### config.mk
export PLATFORM = sky130hd
export DESIGN_NAME = uart_rx_fifo_idle_framer_top
export DESIGN_NICKNAME = d
export VERILOG_FILES = /design/src/sv/rxf_pkg.sv /design/src/sv/rxf_front.sv /design/src/sv/rxf_cmd_queue.sv /design/src/sv/rxf_back.sv /design/src/sv/uart_rx_fifo_idle_framer_top.sv
export SDC_FILE = /design/constraint.sdc
export NUM_CORES = 2
export LEC_CHECK = 0
export CAP_MARGIN = 30
export CORE_ASPECT_RATIO = 0.7
export CORE_MARGIN = 2
export CORE_UTILIZATION = 45
export CTS_BUF_LIST = sky130_fd_sc_hd__clkbuf_2 sky130_fd_sc_hd__clkbuf_4 sky130_fd_sc_hd__clkbuf_8
export DETAILED_ROUTE_END_ITERATION = 8
export DONT_BUFFER_PORTS = 1
export GPL_ROUTABILITY_DRIVEN = 0
export MAX_ROUTING_LAYER = met4
export PLACE_DENSITY = 0.67
export SLEW_MARGIN = 20
export SYNTH_ARGS = -nofsm -noshare
export SYNTH_HDL_FRONTEND = slang
export SYNTH_SLANG_ARGS = --single-unit
### constraint.sdc
create_clock -name clk_i -period 5.3 [get_ports clk_i]
set_input_delay 0.265 -clock clk_i [delete_from_list [all_inputs] [get_ports clk_i]]
set_output_delay 0.265 -clock clk_i [all_outputs]
set_load 0.02 [all_outputs]
### src/sv/rxf_pkg.sv
`default_nettype none
// ----------------------------------------------------------------------------
// rxf_pkg
// Shared types and codes for the uart receive fifo with idle-gap framing.
// ----------------------------------------------------------------------------
package rxf_pkg;

  localparam int unsigned LEN_W    = 6;   // line_length width
  localparam int unsigned STAT_W   = 2;   // status width
  localparam int unsigned CNT_W    = 16;  // error counter width
  localparam int unsigned TIME_W   = 32;  // millisecond time width
  localparam int unsigned TMO_W    = 16;  // idle timeout width
  localparam int unsigned MLEN_W   = 7;   // max_len register width
  localparam int unsigned CFG_W    = 16;  // config write data width

  // config register indexes
  localparam logic CFG_MAX_LEN      = 1'b0;
  localparam logic CFG_IDLE_TIMEOUT = 1'b1;

  // result status codes
  localparam logic [STAT_W-1:0] STAT_EMPTY   = 2'd0;
  localparam logic [STAT_W-1:0] STAT_PENDING = 2'd1;
  localparam logic [STAT_W-1:0] STAT_DELIVER = 2'd2;

  // command classes produced by the front end
  typedef enum logic [1:0] {
    CMD_PUSH,
    CMD_OVERRUN,
    CMD_FRAMING,
    CMD_POLL
  } cmd_kind_e;

  typedef struct packed {
    cmd_kind_e         kind;
    logic [7:0]        data;
    logic [TIME_W-1:0] now;
  } cmd_t;

  // queue status toward the back end
  typedef struct packed {
    logic empty;
    cmd_t head;
  } q_status_t;

endpackage
`default_nettype wire

### src/sv/rxf_front.sv
`default_nettype none
// ----------------------------------------------------------------------------
// rxf_front
// Accepts command beats and classifies them into queue commands.
// ----------------------------------------------------------------------------
module rxf_front (
  input  wire logic                         start_i,
  input  wire logic                         operation_i,
  input  wire logic [7:0]                   rx_byte_i,
  input  wire logic                         overrun_flag_i,
  input  wire logic                         framing_flag_i,
  input  wire logic [rxf_pkg::TIME_W-1:0]   now_ms_i,
  input  wire logic                         q_full_i,
  output logic                              busy_o,
  output logic                              push_o,
  output rxf_pkg::cmd_t                     cmd_o
);
  import rxf_pkg::*;

  assign busy_o = q_full_i;
  assign push_o = start_i & ~q_full_i;

  // overrun wins over framing error
  always_comb begin
    cmd_o.data = rx_byte_i;
    cmd_o.now  = now_ms_i;
    if (operation_i) begin
      cmd_o.kind = CMD_POLL;
    end else if (overrun_flag_i) begin
      cmd_o.kind = CMD_OVERRUN;
    end else if (framing_flag_i) begin
      cmd_o.kind = CMD_FRAMING;
    end else begin
      cmd_o.kind = CMD_PUSH;
    end
  end

endmodule
`default_nettype wire

### src/sv/rxf_cmd_queue.sv
`default_nettype none
// ----------------------------------------------------------------------------
// rxf_cmd_queue
// Two-entry command queue between the front end and the back end.
// ----------------------------------------------------------------------------
module rxf_cmd_queue (
  input  wire logic          clk_i,
  input  wire logic          rst_ni,
  input  wire logic          push_i,
  input  wire rxf_pkg::cmd_t cmd_i,
  input  wire logic          pop_i,
  output logic               full_o,
  output rxf_pkg::q_status_t status_o
);
  import rxf_pkg::*;

  cmd_t       entry_q [2];
  logic       wr_ptr_q, wr_ptr_d;
  logic       rd_ptr_q, rd_ptr_d;
  logic [1:0] count_q, count_d;
  logic       do_pop;

  assign full_o          = (count_q == 2'd2);
  assign status_o.empty  = (count_q == 2'd0);
  assign status_o.head   = entry_q[rd_ptr_q];
  assign do_pop          = pop_i & ~status_o.empty;

  always_comb begin
    wr_ptr_d = push_i ? ~wr_ptr_q : wr_ptr_q;
    rd_ptr_d = do_pop ? ~rd_ptr_q : rd_ptr_q;
    count_d  = count_q;
    if (push_i && !do_pop) begin
      count_d = count_q + 2'd1;
    end else if (!push_i && do_pop) begin
      count_d = count_q - 2'd1;
    end
  end

  always_ff @(posedge clk_i or negedge rst_ni) begin
    if (!rst_ni) begin
      wr_ptr_q <= 1'b0;
      rd_ptr_q <= 1'b0;
      count_q  <= 2'd0;
    end else begin
      wr_ptr_q <= wr_ptr_d;
      rd_ptr_q <= rd_ptr_d;
      count_q  <= count_d;
    end
  end

  always_ff @(posedge clk_i) begin
    if (push_i) begin
      entry_q[wr_ptr_q] <= cmd_i;
    end
  end

endmodule
`default_nettype wire

### src/sv/rxf_back.sv
`default_nettype none
// ----------------------------------------------------------------------------
// rxf_back
// Executes queued commands: byte store, error counters, poll and delivery.
// ----------------------------------------------------------------------------
module rxf_back #(
  parameter int unsigned STORE_DEPTH = 256
) (
  input  wire logic                        clk_i,
  input  wire logic                        rst_ni,
  input  wire rxf_pkg::q_status_t          q_i,
  output logic                             pop_o,
  input  wire logic [rxf_pkg::LEN_W-1:0]   limit_i,
  input  wire logic [rxf_pkg::TMO_W-1:0]   idle_timeout_i,
  output logic                             strobe_o,
  output logic [rxf_pkg::STAT_W-1:0]       status_o,
  output logic [rxf_pkg::LEN_W-1:0]        line_length_o,
  output logic [7:0]                       data_out_o,
  output logic                             last_o,
  output logic [rxf_pkg::CNT_W-1:0]        overrun_total_o,
  output logic [rxf_pkg::CNT_W-1:0]        framing_total_o,
  output logic [rxf_pkg::CNT_W-1:0]        dropped_total_o
);
  import rxf_pkg::*;

  localparam int unsigned PTR_W = $clog2(STORE_DEPTH);
  localparam int unsigned CMP_W = (PTR_W > LEN_W) ? PTR_W : LEN_W;
  localparam logic [PTR_W-1:0] PTR_LAST = PTR_W'(STORE_DEPTH - 1);

  typedef enum logic {
    ST_IDLE,
    ST_DELIVER
  } state_e;

  state_e              state_q, state_d;
  logic [PTR_W-1:0]    wr_pos_q, wr_pos_d;
  logic [PTR_W-1:0]    rd_pos_q, rd_pos_d;
  logic [PTR_W-1:0]    seen_fill_q, seen_fill_d;
  logic [TIME_W-1:0]   gap_start_q, gap_start_d;
  logic [CNT_W-1:0]    ovr_cnt_q, ovr_cnt_d;
  logic [CNT_W-1:0]    frm_cnt_q, frm_cnt_d;
  logic [CNT_W-1:0]    drop_cnt_q, drop_cnt_d;
  logic [LEN_W-1:0]    remain_q, remain_d;
  logic                strobe_q, strobe_d;
  logic [STAT_W-1:0]   status_q, status_d;
  logic [LEN_W-1:0]    len_q, len_d;
  logic                last_q, last_d;

  logic [7:0]          store_q [STORE_DEPTH];
  logic [7:0]          rdata_q;
  logic                mem_we;
  logic                mem_re;

  logic [PTR_W-1:0]    fill;
  logic [CMP_W-1:0]    fill_x;
  logic [CMP_W-1:0]    lim_x;
  logic [CMP_W-1:0]    take_x;
  logic [TIME_W-1:0]   elapsed;

  // fill level of the circular store
  always_comb begin
    if (wr_pos_q >= rd_pos_q) begin
      fill = wr_pos_q - rd_pos_q;
    end else begin
      fill = PTR_W'({1'b0, wr_pos_q} + (PTR_W+1)'(STORE_DEPTH) - {1'b0, rd_pos_q});
    end
  end

  assign fill_x  = CMP_W'(fill);
  assign lim_x   = CMP_W'(limit_i);
  assign take_x  = (fill_x > lim_x) ? lim_x : fill_x;
  assign elapsed = q_i.head.now - gap_start_q;

  always_comb begin
    state_d     = state_q;
    wr_pos_d    = wr_pos_q;
    rd_pos_d    = rd_pos_q;
    seen_fill_d = seen_fill_q;
    gap_start_d = gap_start_q;
    ovr_cnt_d   = ovr_cnt_q;
    frm_cnt_d   = frm_cnt_q;
    drop_cnt_d  = drop_cnt_q;
    remain_d    = remain_q;
    strobe_d    = 1'b0;
    status_d    = status_q;
    len_d       = len_q;
    last_d      = last_q;
    mem_we      = 1'b0;
    mem_re      = 1'b0;
    pop_o       = 1'b0;
    case (state_q)
      ST_IDLE: begin
        if (!q_i.empty) begin
          pop_o = 1'b1;
          case (q_i.head.kind)
            CMD_OVERRUN: ovr_cnt_d = ovr_cnt_q + 1'b1;
            CMD_FRAMING: frm_cnt_d = frm_cnt_q + 1'b1;
            CMD_PUSH: begin
              if (fill == PTR_LAST) begin
                drop_cnt_d = drop_cnt_q + 1'b1;
              end else begin
                mem_we   = 1'b1;
                wr_pos_d = (wr_pos_q == PTR_LAST) ? '0 : wr_pos_q + 1'b1;
              end
            end
            CMD_POLL: begin
              strobe_d = 1'b1;
              status_d = STAT_PENDING;
              len_d    = '0;
              last_d   = 1'b1;
              if (fill == '0) begin
                status_d = STAT_EMPTY;
              end else if (fill != seen_fill_q) begin
                if (fill_x > lim_x) begin
                  strobe_d    = 1'b0;
                  state_d     = ST_DELIVER;
                  remain_d    = limit_i;
                  len_d       = limit_i;
                  seen_fill_d = '0;
                end else begin
                  seen_fill_d = fill;
                  gap_start_d = q_i.head.now;
                end
              end else if (elapsed > TIME_W'(idle_timeout_i)) begin
                strobe_d    = 1'b0;
                state_d     = ST_DELIVER;
                remain_d    = take_x[LEN_W-1:0];
                len_d       = take_x[LEN_W-1:0];
                seen_fill_d = '0;
              end
            end
            default: ;
          endcase
        end
      end
      ST_DELIVER: begin
        // one byte read per cycle, shown on the next cycle
        mem_re   = 1'b1;
        rd_pos_d = (rd_pos_q == PTR_LAST) ? '0 : rd_pos_q + 1'b1;
        remain_d = remain_q - 1'b1;
        strobe_d = 1'b1;
        status_d = STAT_DELIVER;
        last_d   = (remain_q == LEN_W'(1));
        if (remain_q == LEN_W'(1)) begin
          state_d = ST_IDLE;
        end
      end
      default: state_d = ST_IDLE;
    endcase
  end

  always_ff @(posedge clk_i or negedge rst_ni) begin
    if (!rst_ni) begin
      state_q     <= ST_IDLE;
      wr_pos_q    <= '0;
      rd_pos_q    <= '0;
      seen_fill_q <= '0;
      gap_start_q <= '0;
      ovr_cnt_q   <= '0;
      frm_cnt_q   <= '0;
      drop_cnt_q  <= '0;
      remain_q    <= '0;
      strobe_q    <= 1'b0;
      status_q    <= STAT_EMPTY;
      len_q       <= '0;
      last_q      <= 1'b0;
    end else begin
      state_q     <= state_d;
      wr_pos_q    <= wr_pos_d;
      rd_pos_q    <= rd_pos_d;
      seen_fill_q <= seen_fill_d;
      gap_start_q <= gap_start_d;
      ovr_cnt_q   <= ovr_cnt_d;
      frm_cnt_q   <= frm_cnt_d;
      drop_cnt_q  <= drop_cnt_d;
      remain_q    <= remain_d;
      strobe_q    <= strobe_d;
      status_q    <= status_d;
      len_q       <= len_d;
      last_q      <= last_d;
    end
  end

  // byte store, registered read
  always_ff @(posedge clk_i) begin
    if (mem_we) begin
      store_q[wr_pos_q] <= q_i.head.data;
    end
    if (mem_re) begin
      rdata_q <= store_q[rd_pos_q];
    end
  end

  assign strobe_o        = strobe_q;
  assign status_o        = status_q;
  assign line_length_o   = (status_q == STAT_DELIVER) ? len_q : '0;
  assign data_out_o      = (status_q == STAT_DELIVER) ? rdata_q : 8'd0;
  assign last_o          = last_q;
  assign overrun_total_o = ovr_cnt_q;
  assign framing_total_o = frm_cnt_q;
  assign dropped_total_o = drop_cnt_q;

endmodule
`default_nettype wire

### src/sv/uart_rx_fifo_idle_framer_top.sv
`default_nettype none
// ----------------------------------------------------------------------------
// uart_rx_fifo_idle_framer_top
// Uart receive fifo with overrun/framing filtering and idle-gap line framing.
// ----------------------------------------------------------------------------
// path: an empty/pending poll beat passes the queue and the result registers;
//   a delivery also passes the delivery state and the registered store read;
//   deliveries then stream 1 byte/cycle. The back end takes queued commands
//   one at a time, none while streaming (the single read port of the store)
// busy is high while the 2-entry command queue is full
// reset: pointers, counters and timer clear; the byte store is not cleared
// results cannot be stalled: each beat shows for one cycle on result_strobe_o
// ----------------------------------------------------------------------------
module uart_rx_fifo_idle_framer_top #(
  parameter int unsigned STORE_DEPTH = 256,
  parameter int unsigned MAX_LINE    = 64
) (
  input  wire logic                         clk_i,
  input  wire logic                         rst_ni,
  // command side
  input  wire logic                         start_i,
  output logic                              busy_o,
  input  wire logic                         operation_i,
  input  wire logic [7:0]                   rx_byte_i,
  input  wire logic                         overrun_flag_i,
  input  wire logic                         framing_flag_i,
  input  wire logic [rxf_pkg::TIME_W-1:0]   now_ms_i,
  // config write port
  input  wire logic                         cfg_we_i,
  input  wire logic                         cfg_idx_i,
  input  wire logic [rxf_pkg::CFG_W-1:0]    cfg_wdata_i,
  // result side
  output logic                              result_strobe_o,
  output logic [rxf_pkg::STAT_W-1:0]        status_o,
  output logic [rxf_pkg::LEN_W-1:0]         line_length_o,
  output logic [7:0]                        data_out_o,
  output logic                              last_o,
  output logic [rxf_pkg::CNT_W-1:0]         overrun_total_o,
  output logic [rxf_pkg::CNT_W-1:0]         framing_total_o,
  output logic [rxf_pkg::CNT_W-1:0]         dropped_total_o
);
  import rxf_pkg::*;

  localparam logic [MLEN_W-1:0] MLEN_MIN = MLEN_W'(2);
  localparam logic [MLEN_W-1:0] MLEN_MAX = MLEN_W'(MAX_LINE);

  // config registers
  logic [MLEN_W-1:0] max_len_q;
  logic [TMO_W-1:0]  idle_timeout_q;
  logic [MLEN_W-1:0] max_len_clamped;
  logic [LEN_W-1:0]  limit;

  // front/queue/back links
  logic      q_full;
  logic      q_push;
  logic      q_pop;
  cmd_t      front_cmd;
  q_status_t q_status;

  always_ff @(posedge clk_i or negedge rst_ni) begin
    if (!rst_ni) begin
      max_len_q      <= MLEN_W'(64);
      idle_timeout_q <= TMO_W'(10);
    end else if (cfg_we_i) begin
      case (cfg_idx_i)
        CFG_MAX_LEN:      max_len_q      <= cfg_wdata_i[MLEN_W-1:0];
        CFG_IDLE_TIMEOUT: idle_timeout_q <= cfg_wdata_i[TMO_W-1:0];
        default: ;
      endcase
    end
  end

  // buffer size clamped to [2, MAX_LINE]; line limit is one less
  always_comb begin
    if (max_len_q < MLEN_MIN) begin
      max_len_clamped = MLEN_MIN;
    end else if (max_len_q > MLEN_MAX) begin
      max_len_clamped = MLEN_MAX;
    end else begin
      max_len_clamped = max_len_q;
    end
  end
  assign limit = LEN_W'(max_len_clamped - 1'b1);

  // front end: accept and classify command beats
  rxf_front u_front (
    .start_i        (start_i),
    .operation_i    (operation_i),
    .rx_byte_i      (rx_byte_i),
    .overrun_flag_i (overrun_flag_i),
    .framing_flag_i (framing_flag_i),
    .now_ms_i       (now_ms_i),
    .q_full_i       (q_full),
    .busy_o         (busy_o),
    .push_o         (q_push),
    .cmd_o          (front_cmd)
  );

  // decouples acceptance from execution
  rxf_cmd_queue u_queue (
    .clk_i    (clk_i),
    .rst_ni   (rst_ni),
    .push_i   (q_push),
    .cmd_i    (front_cmd),
    .pop_i    (q_pop),
    .full_o   (q_full),
    .status_o (q_status)
  );

  // back end: byte store, counters, poll decision and delivery
  rxf_back #(
    .STORE_DEPTH (STORE_DEPTH)
  ) u_back (
    .clk_i           (clk_i),
    .rst_ni          (rst_ni),
    .q_i             (q_status),
    .pop_o           (q_pop),
    .limit_i         (limit),
    .idle_timeout_i  (idle_timeout_q),
    .strobe_o        (result_strobe_o),
    .status_o        (status_o),
    .line_length_o   (line_length_o),
    .data_out_o      (data_out_o),
    .last_o          (last_o),
    .overrun_total_o (overrun_total_o),
    .framing_total_o (framing_total_o),
    .dropped_total_o (dropped_total_o)
  );

endmodule
`default_nettype wire

# Word level (Yosys, flattened, before mapping)
# Memory sizes are Yosys's and may differ from the RTL's. A register that Yosys moved wholly into a read port is not among the register bits.
# Cells that the tools add are included.
# op_classes
addsub,13
order_cmp,5
eq_ne,15
n_mux,60
bitwise_logic,11
n_reduce_logical,20
# op_table
cell,count
two-way mux 6 bit,14
two-way mux 8 bit,7
adder 16 x 1 -> 16 bit (second input constant),3
> comparator 32 x 16 -> 1 bit,1
subtractor 32 bit,1
two-way mux 1 bit,27
adder 8 x 1 -> 8 bit (second input constant),3
equality test 8 bit (second input constant),3
subtractor 8 bit,2
two-way mux 2 bit,7
one-hot mux 6 bit (2 select lines),1
subtractor 6 x 1 -> 6 bit (second input constant),2
AND reduction 5 bit,2
NOT 1 bit,9
AND reduction 3 bit,3
equality test 2 bit (second input constant),4
greater-or-equal comparator 8 bit,1
> comparator 8 x 6 -> 1 bit,1
logical NOT 8 bit,1
inequality test 8 bit,1
AND reduction 4 bit,2
> comparator 7 bit (second input constant),1
< comparator 7 x 2 -> 1 bit (second input constant),1
equality test 6 x 1 -> 1 bit (second input constant),1
other kinds (15),26
# word_totals
regBits,148
mem_bits_rw,2132
inputBits,64
output_inout_bits,67
word_cells,144
memories,2
# mem_list
memory,depth,word_bits,rd,rd_ports_with_merged_regs,write_ports,line_no,text
u_back.store_q,256,8,1,1,1,rxf_back.sv:49,logic [7:0] store_q [STORE_DEPTH];
u_queue.entry_q,2,42,1,0,1,rxf_cmd_queue.sv:17,cmd_t entry_q [2];

# Logic depth before layout (Yosys ltp)
# depth
word_depth,12
depth_mapped,27
depth_no_buf,23

# Modules after synthesis
# Synthesis repeated with hierarchy kept, for this count alone.
# hier_totals
hier_cells,4422
hier_area_um2,92346.1
# by_module_without_submodules
module,n_inst,cells_each,area_per_inst_um2,seq_area_each_um2
rxf_back,1,4160,87596.5,64767.1
rxf_cmd_queue,1,147,3420.8,2622.5
uart_rx_fifo_idle_framer_top,1,70,997.2,579.3
rxf_front,1,45,331.6,0.0

# Least setup slack after synthesis
# No wires, ideal clock.
# synth_timing
path_type,register -> register
startpoint,register u_queue.rd_ptr_q
endpoint,register u_back.remain_q[0]
setup_time_ps,142
arrival_ps,4906
t_required_ps,5158
slack_ps,252
path_stages_with_launch,24
path_buffers,4
synth_period_minus_slack_ps,5048
path_cell_list,dfrtp_1 -> buf_2 -> buf_1 -> mux2_2 -> ha_1 -> and3_1 -> a211oi_1 -> and2_1 -> o21ai_0 -> a21o_1 -> a21oi_1 -> xnor2_1 -> ha_1 -> a21o_1 -> a21o_1 -> a2111oi_0 -> a21oi_1 -> nand4b_1 -> nor4_1 -> and4_1 -> buf_6 -> nand2b_4 -> buf_4 -> o221ai_1
# synth_rtl
element,line_no,text
from (decl),rxf_cmd_queue.sv:19,"logic rd_ptr_q, rd_ptr_d;"
from (signal assigned),rxf_cmd_queue.sv:46,rd_ptr_q <= rd_ptr_d;
to (signal assigned),rxf_back.sv:176,remain_q <= remain_d;
to (decl),rxf_back.sv:43,"logic [LEN_W-1:0] remain_q, remain_d;"

# Worst setup path in the final report
# layout_timing
startpoint,register u_back.wr_pos_q[0]
endpoint,memory u_back.store_q[247][1] (enable)
# layout_via
elab_chain_len,10
elab_cells_between_ends,12
classes_between,3 x add/sub; 1 x order compare; 1 x eq/ne; 7 x mux
# layout_rtl
element,line_no,text
from (decl),rxf_back.sv:36,"logic [PTR_W-1:0] wr_pos_q, wr_pos_d;"
from (signal assigned),rxf_back.sv:169,wr_pos_q <= wr_pos_d;
adder 8 x 1 -> 8 bit,rxf_back.sv:65,"fill = PTR_W'({1'b0, wr_pos_q} + (PTR_W+1)'(STORE_DEPTH) - {1'b0, rd_pos_q});"
subtractor 8 bit,rxf_back.sv:65,
two-way mux 8 bit,rxf_back.sv:62,if (wr_pos_q >= rd_pos_q) begin
equality test 8 bit,rxf_back.sv:99,if (fill == PTR_LAST) begin
two-way mux 1 bit,rxf_back.sv:99,
two-way mux 1 bit,rxf_back.sv:95,case (q_i.head.kind)
two-way mux 1 bit,rxf_back.sv:93,if (!q_i.empty) begin
two-way mux 1 bit,rxf_back.sv:91,case (state_q)
two-way mux 1 bit,rxf_back.sv:186,if (mem_we) begin
two-way mux 1 bit (not written as such),rxf_back.sv:187,store_q[wr_pos_q] <= q_i.head.data;
to (decl),rxf_back.sv:49,
# Several ways; a longest one is shown, not always the timed one.

==> impl_metrics.json <==
{
  "cpMaxStageDelayCell": "nand4_1",
  "max-vdd-ir-drop_mv": 0.440,
  "syn_nets": 4610,
  "synthCells": 4470,
  "wl_um": 222000,
  "min_path_type": "in -> async",
  "grt_pass1_wl_um": 324000,
  "crit_chain": "inv_1 -> ha_1 -> inv_1 -> fa_1 -> a211oi_2 -> o21bai_1 -> a21oi_1 -> xnor2_1 -> and4_1 -> a311oi_4 -> buf_4 -> buf_4 -> nand4_1 -> nor2_1 -> buf_4",
  "p_int_mw": 37.1,
  "portBuffers": 0,
  "nets": 5172,
  "cap_violations": 0,
  "tightestPinTransition_ns": 1.06,
  "ys_async_sr_fraction_pct": 6.47,
  "clock_latency_ns": 0.96,
  "worstPathArrival_ns": 5.59,
  "cp-start-kind": "flop",
  "p_leak_nw": 34.0,
  "cts_tree": "done",
  "synth_edf_count": 2140,
  "setup_violations": 0,
  "die_w_um": 544,
  "swShare_pct": 33.7,
  "final_common_cell": "edfxtp_1",
  "layout_worst_path_cycle_share_pct": 93.6,
  "die_y_um": 382,
  "syn_area_um2": 91700,
  "path_class": "reg -> reg",
  "clkSinkCount": 2288,
  "cts_made_buffers": 326,
  "drive_above_1_share_pct": 30.9,
  "gr-usage-all-layers_pct": 22.0,
  "final_max_slew_viol_count": 0,
  "antenna_found_initial": 17,
  "ant_nets": 0,
  "hold_violations": 0,
  "power_frac_seq_pct": 40.7,
  "fmax_mhz": 202,
  "finalInstanceArea_um2": 105000,
  "dp.final_hpwl_um": 135000,
  "synth_top_family_by_area": "multiplexers",
  "total_power_mw": 55.9,
  "critPathMaxStageDelay_ns": 0.65,
  "fin_ws_ns": 0.339,
  "initial_core_util_pct": 45.3,
  "rows": 138,
  "slew_headroom_pct": 29.2,
  "min_period_ns": 4.96,
  "p_clk_share_pct": 24.2,
  "yosysWarnings": 0,
  "switchingPower_mw": 18.8,
  "synth_fa_ha_area_share_pct": 1.05,
  "end_kind": "flop",
  "preCtsSetupSlack_ns": -0.0159,
  "grt_max_degree": 161,
  "cts-root-buf": "clkbuf_8",
  "routedWlPerCell_um": 27.7,
  "ioPinCount": 131,
  "synth_compound_area_share_pct": 1.68,
  "required_ns": 5.93,
  "dpl_cell_area_um2": 97200,
  "htree_levels": 5,
  "crit_path_max_fanout": 19,
  "coreArea_um2": 202000,
  "drtPass1Iterations": 6,
  "outcome": "finished, final reports clean",
  "muxShareOfSynthArea_pct": 17.3,
  "synth_xor_area_share_pct": 0.978,
  "crit_path_frequent_cell": "buf_4",
  "synth_simple_gate_area_share_pct": 3.49,
  "die-area_um2": 207000,
  "area_delta_synth_final_pct": 14.1,
  "rsz0062_at_grt": "no",
  "ys_ff_latch": 2288,
  "grt_pass1_vias": 46600,
  "utilization_pct": 51.7,
  "syn_area_per_cell_um2": 20.5,
  "p_per_area_nw_per_um2": 534,
  "skew_ns": 0.0497,
  "path_clk_slew_ns": 0.07,
  "route.vias.total": 47400,
  "yosysSeqAreaShare_pct": 74.1,
  "synthFlopType": "edfxtp_1",
  "drc": 0,
  "netlist-cell-type-count": 78,
  "drt_iter0_drc": 7048,
  "cts_buffer_depth": 4,
  "vias_per_cell": 5.92,
  "power.share.combinational_pct": 35.1,
  "overflow": 0,
  "final_cell_mix": "edfxtp_1 (2140), mux4_2 (669), clkbuf_8 (341)"
}
flip-flops by register name, indices dropped and copies added, names as in the netlist:
signal                  count
u_back.overrun_total_o     16
max_len_q                   7
u_queue.rd_ptr_q            1
u_back.remain_q             6
idle_timeout_q             16
u_back.gap_start_q         32
u_back.rd_pos_q             8
u_back.wr_pos_q             8
u_back.dropped_total_o     16
u_back.status_o             2
u_back.rdata_q              8
u_back.state_q              1
u_queue.entry_q            84
u_back.strobe_o             1
u_queue.count_q             2
u_back.seen_fill_q          8
u_back.framing_total_o     16
u_back.last_o               1
u_back.store_q           2048
u_back.len_q                6
u_queue.wr_ptr_q            1
cell families (layout without fill, tap and decap cells):
family | Yosys count | after routing
mux | 739 | 739
xor+xnor | 99 | 99
other cells | 0 | 5
simple gates | 717 | 718
compound gates | 242 | 242
buf+inv | 309 | 1113
fa+ha+maj | 76 | 76
flops | 2288 | 2288
repair_timing:
action	4_1_cts	5_1_grt
resized for setup	1	9
buffers inserted	0	1
gates cloned	0	1
pin swaps	0	1
setup endpoints to repair	6	22
hold endpoints to repair	272	0
hold buffers	109	0
power groups by stage:
stage          clock, mW  sequential [mW]  combinational (mW)
6_report            13.5             22.7                19.6
5_1_grt             14.6             22.8                20.8
4_1_cts             13.8             22.7                19.5
3_5_place_dp           0             23.1                19.3
3_3_place_gp           0             23.1                19.0
2_1_floorplan          0             23.2                12.6
through the flow:
stage                     hold slack [ns]  cells  TNS, ns
after floorplan                   -0.0306   4470        0
after global placement            -0.0236   7318        0
after detailed placement          -0.0238   7320  -0.0388
after CTS                         0.00344   8000        0
after global routing               0.0128   8008        0
final                              0.0111   8010        0
final timing paths:
path,start,end,slack (ns),cells past startpoint
worst max-delay path,u_back.wr_pos_q[0]$_DFFE_PN0P_,u_back.store_q[247][1]$_DFFE_PP_,0.34,15
worst min-delay path,rst_ni,u_back.gap_start_q[8]$_DFFE_PN0P_,0.01,2
worst max register to register,u_back.wr_pos_q[0]$_DFFE_PN0P_,u_back.store_q[247][1]$_DFFE_PP_,0.34,15
worst min register to register,u_back.len_q[3]$_DFFE_PN0P_,u_back.len_q[3]$_DFFE_PN0P_,0.49,2
max in group asynchronous,rst_ni,u_back.rd_pos_q[1]$_DFFE_PN0P_,4.59,2
min in group clk_i,now_ms_i[0],u_queue.entry_q[1][0]$_DFFE_PP_,0.07,1
critical path: cells and delay by family, from the launching register on:
family / cells / cell delay [ns]
AO/OA/AOI/OAI: 4 / 0.89
XOR/XNOR: 1 / 0.15
adder cells (fa/ha/maj): 2 / 0.70
buffers and inverters: 5 / 1.16
flip-flops: 1 / 0.44
AND/OR/NAND/NOR: 3 / 1.26
metal layers:
metal	vias to the layer above	wire (um)	GRT usage [%]
li1	19400	-	-
met1	25000	96400	33.7
met2	2640	96900	29.9
met3	330	24500	5.03
met4	0	4490	5.12
met5	-	0	-
final cells by class:
cell class	instances	area, um2
multi-input combinational	1874	22700
inverter	76	293
antenna	5	12.5
fill	15700	97800
clock buffer	449	5500
sequential	2288	68000
clock inverter	122	682
tap	2730	3420
timing repair buffer	466	4040
cells in the mapped netlist (all sizes together), types with 8 or more instances:
cell | count | share of area, %
a21o | 10 | 0.082
a21oi | 55 | 0.30
a31oi | 16 | 0.13
and2 | 25 | 0.17
and3 | 31 | 0.21
buf | 101 | 0.52
clkbuf | 132 | 0.54
dfrtp | 145 | 4.0
edfxtp | 2140 | 70
ha | 74 | 1.0
inv | 75 | 0.31
mux2 | 64 | 0.79
mux4 | 669 | 16
nand2 | 156 | 0.64
nand2b | 15 | 0.11
nand3 | 75 | 0.41
nand4 | 27 | 0.18
nor2 | 335 | 1.4
nor2b | 16 | 0.11
nor4 | 8 | 0.055
o211ai | 10 | 0.082
o21a | 13 | 0.11
o21ai | 82 | 0.45
xnor2 | 68 | 0.65
xor2 | 29 | 0.28
Note: power is estimated with default switching activity, not from simulation.
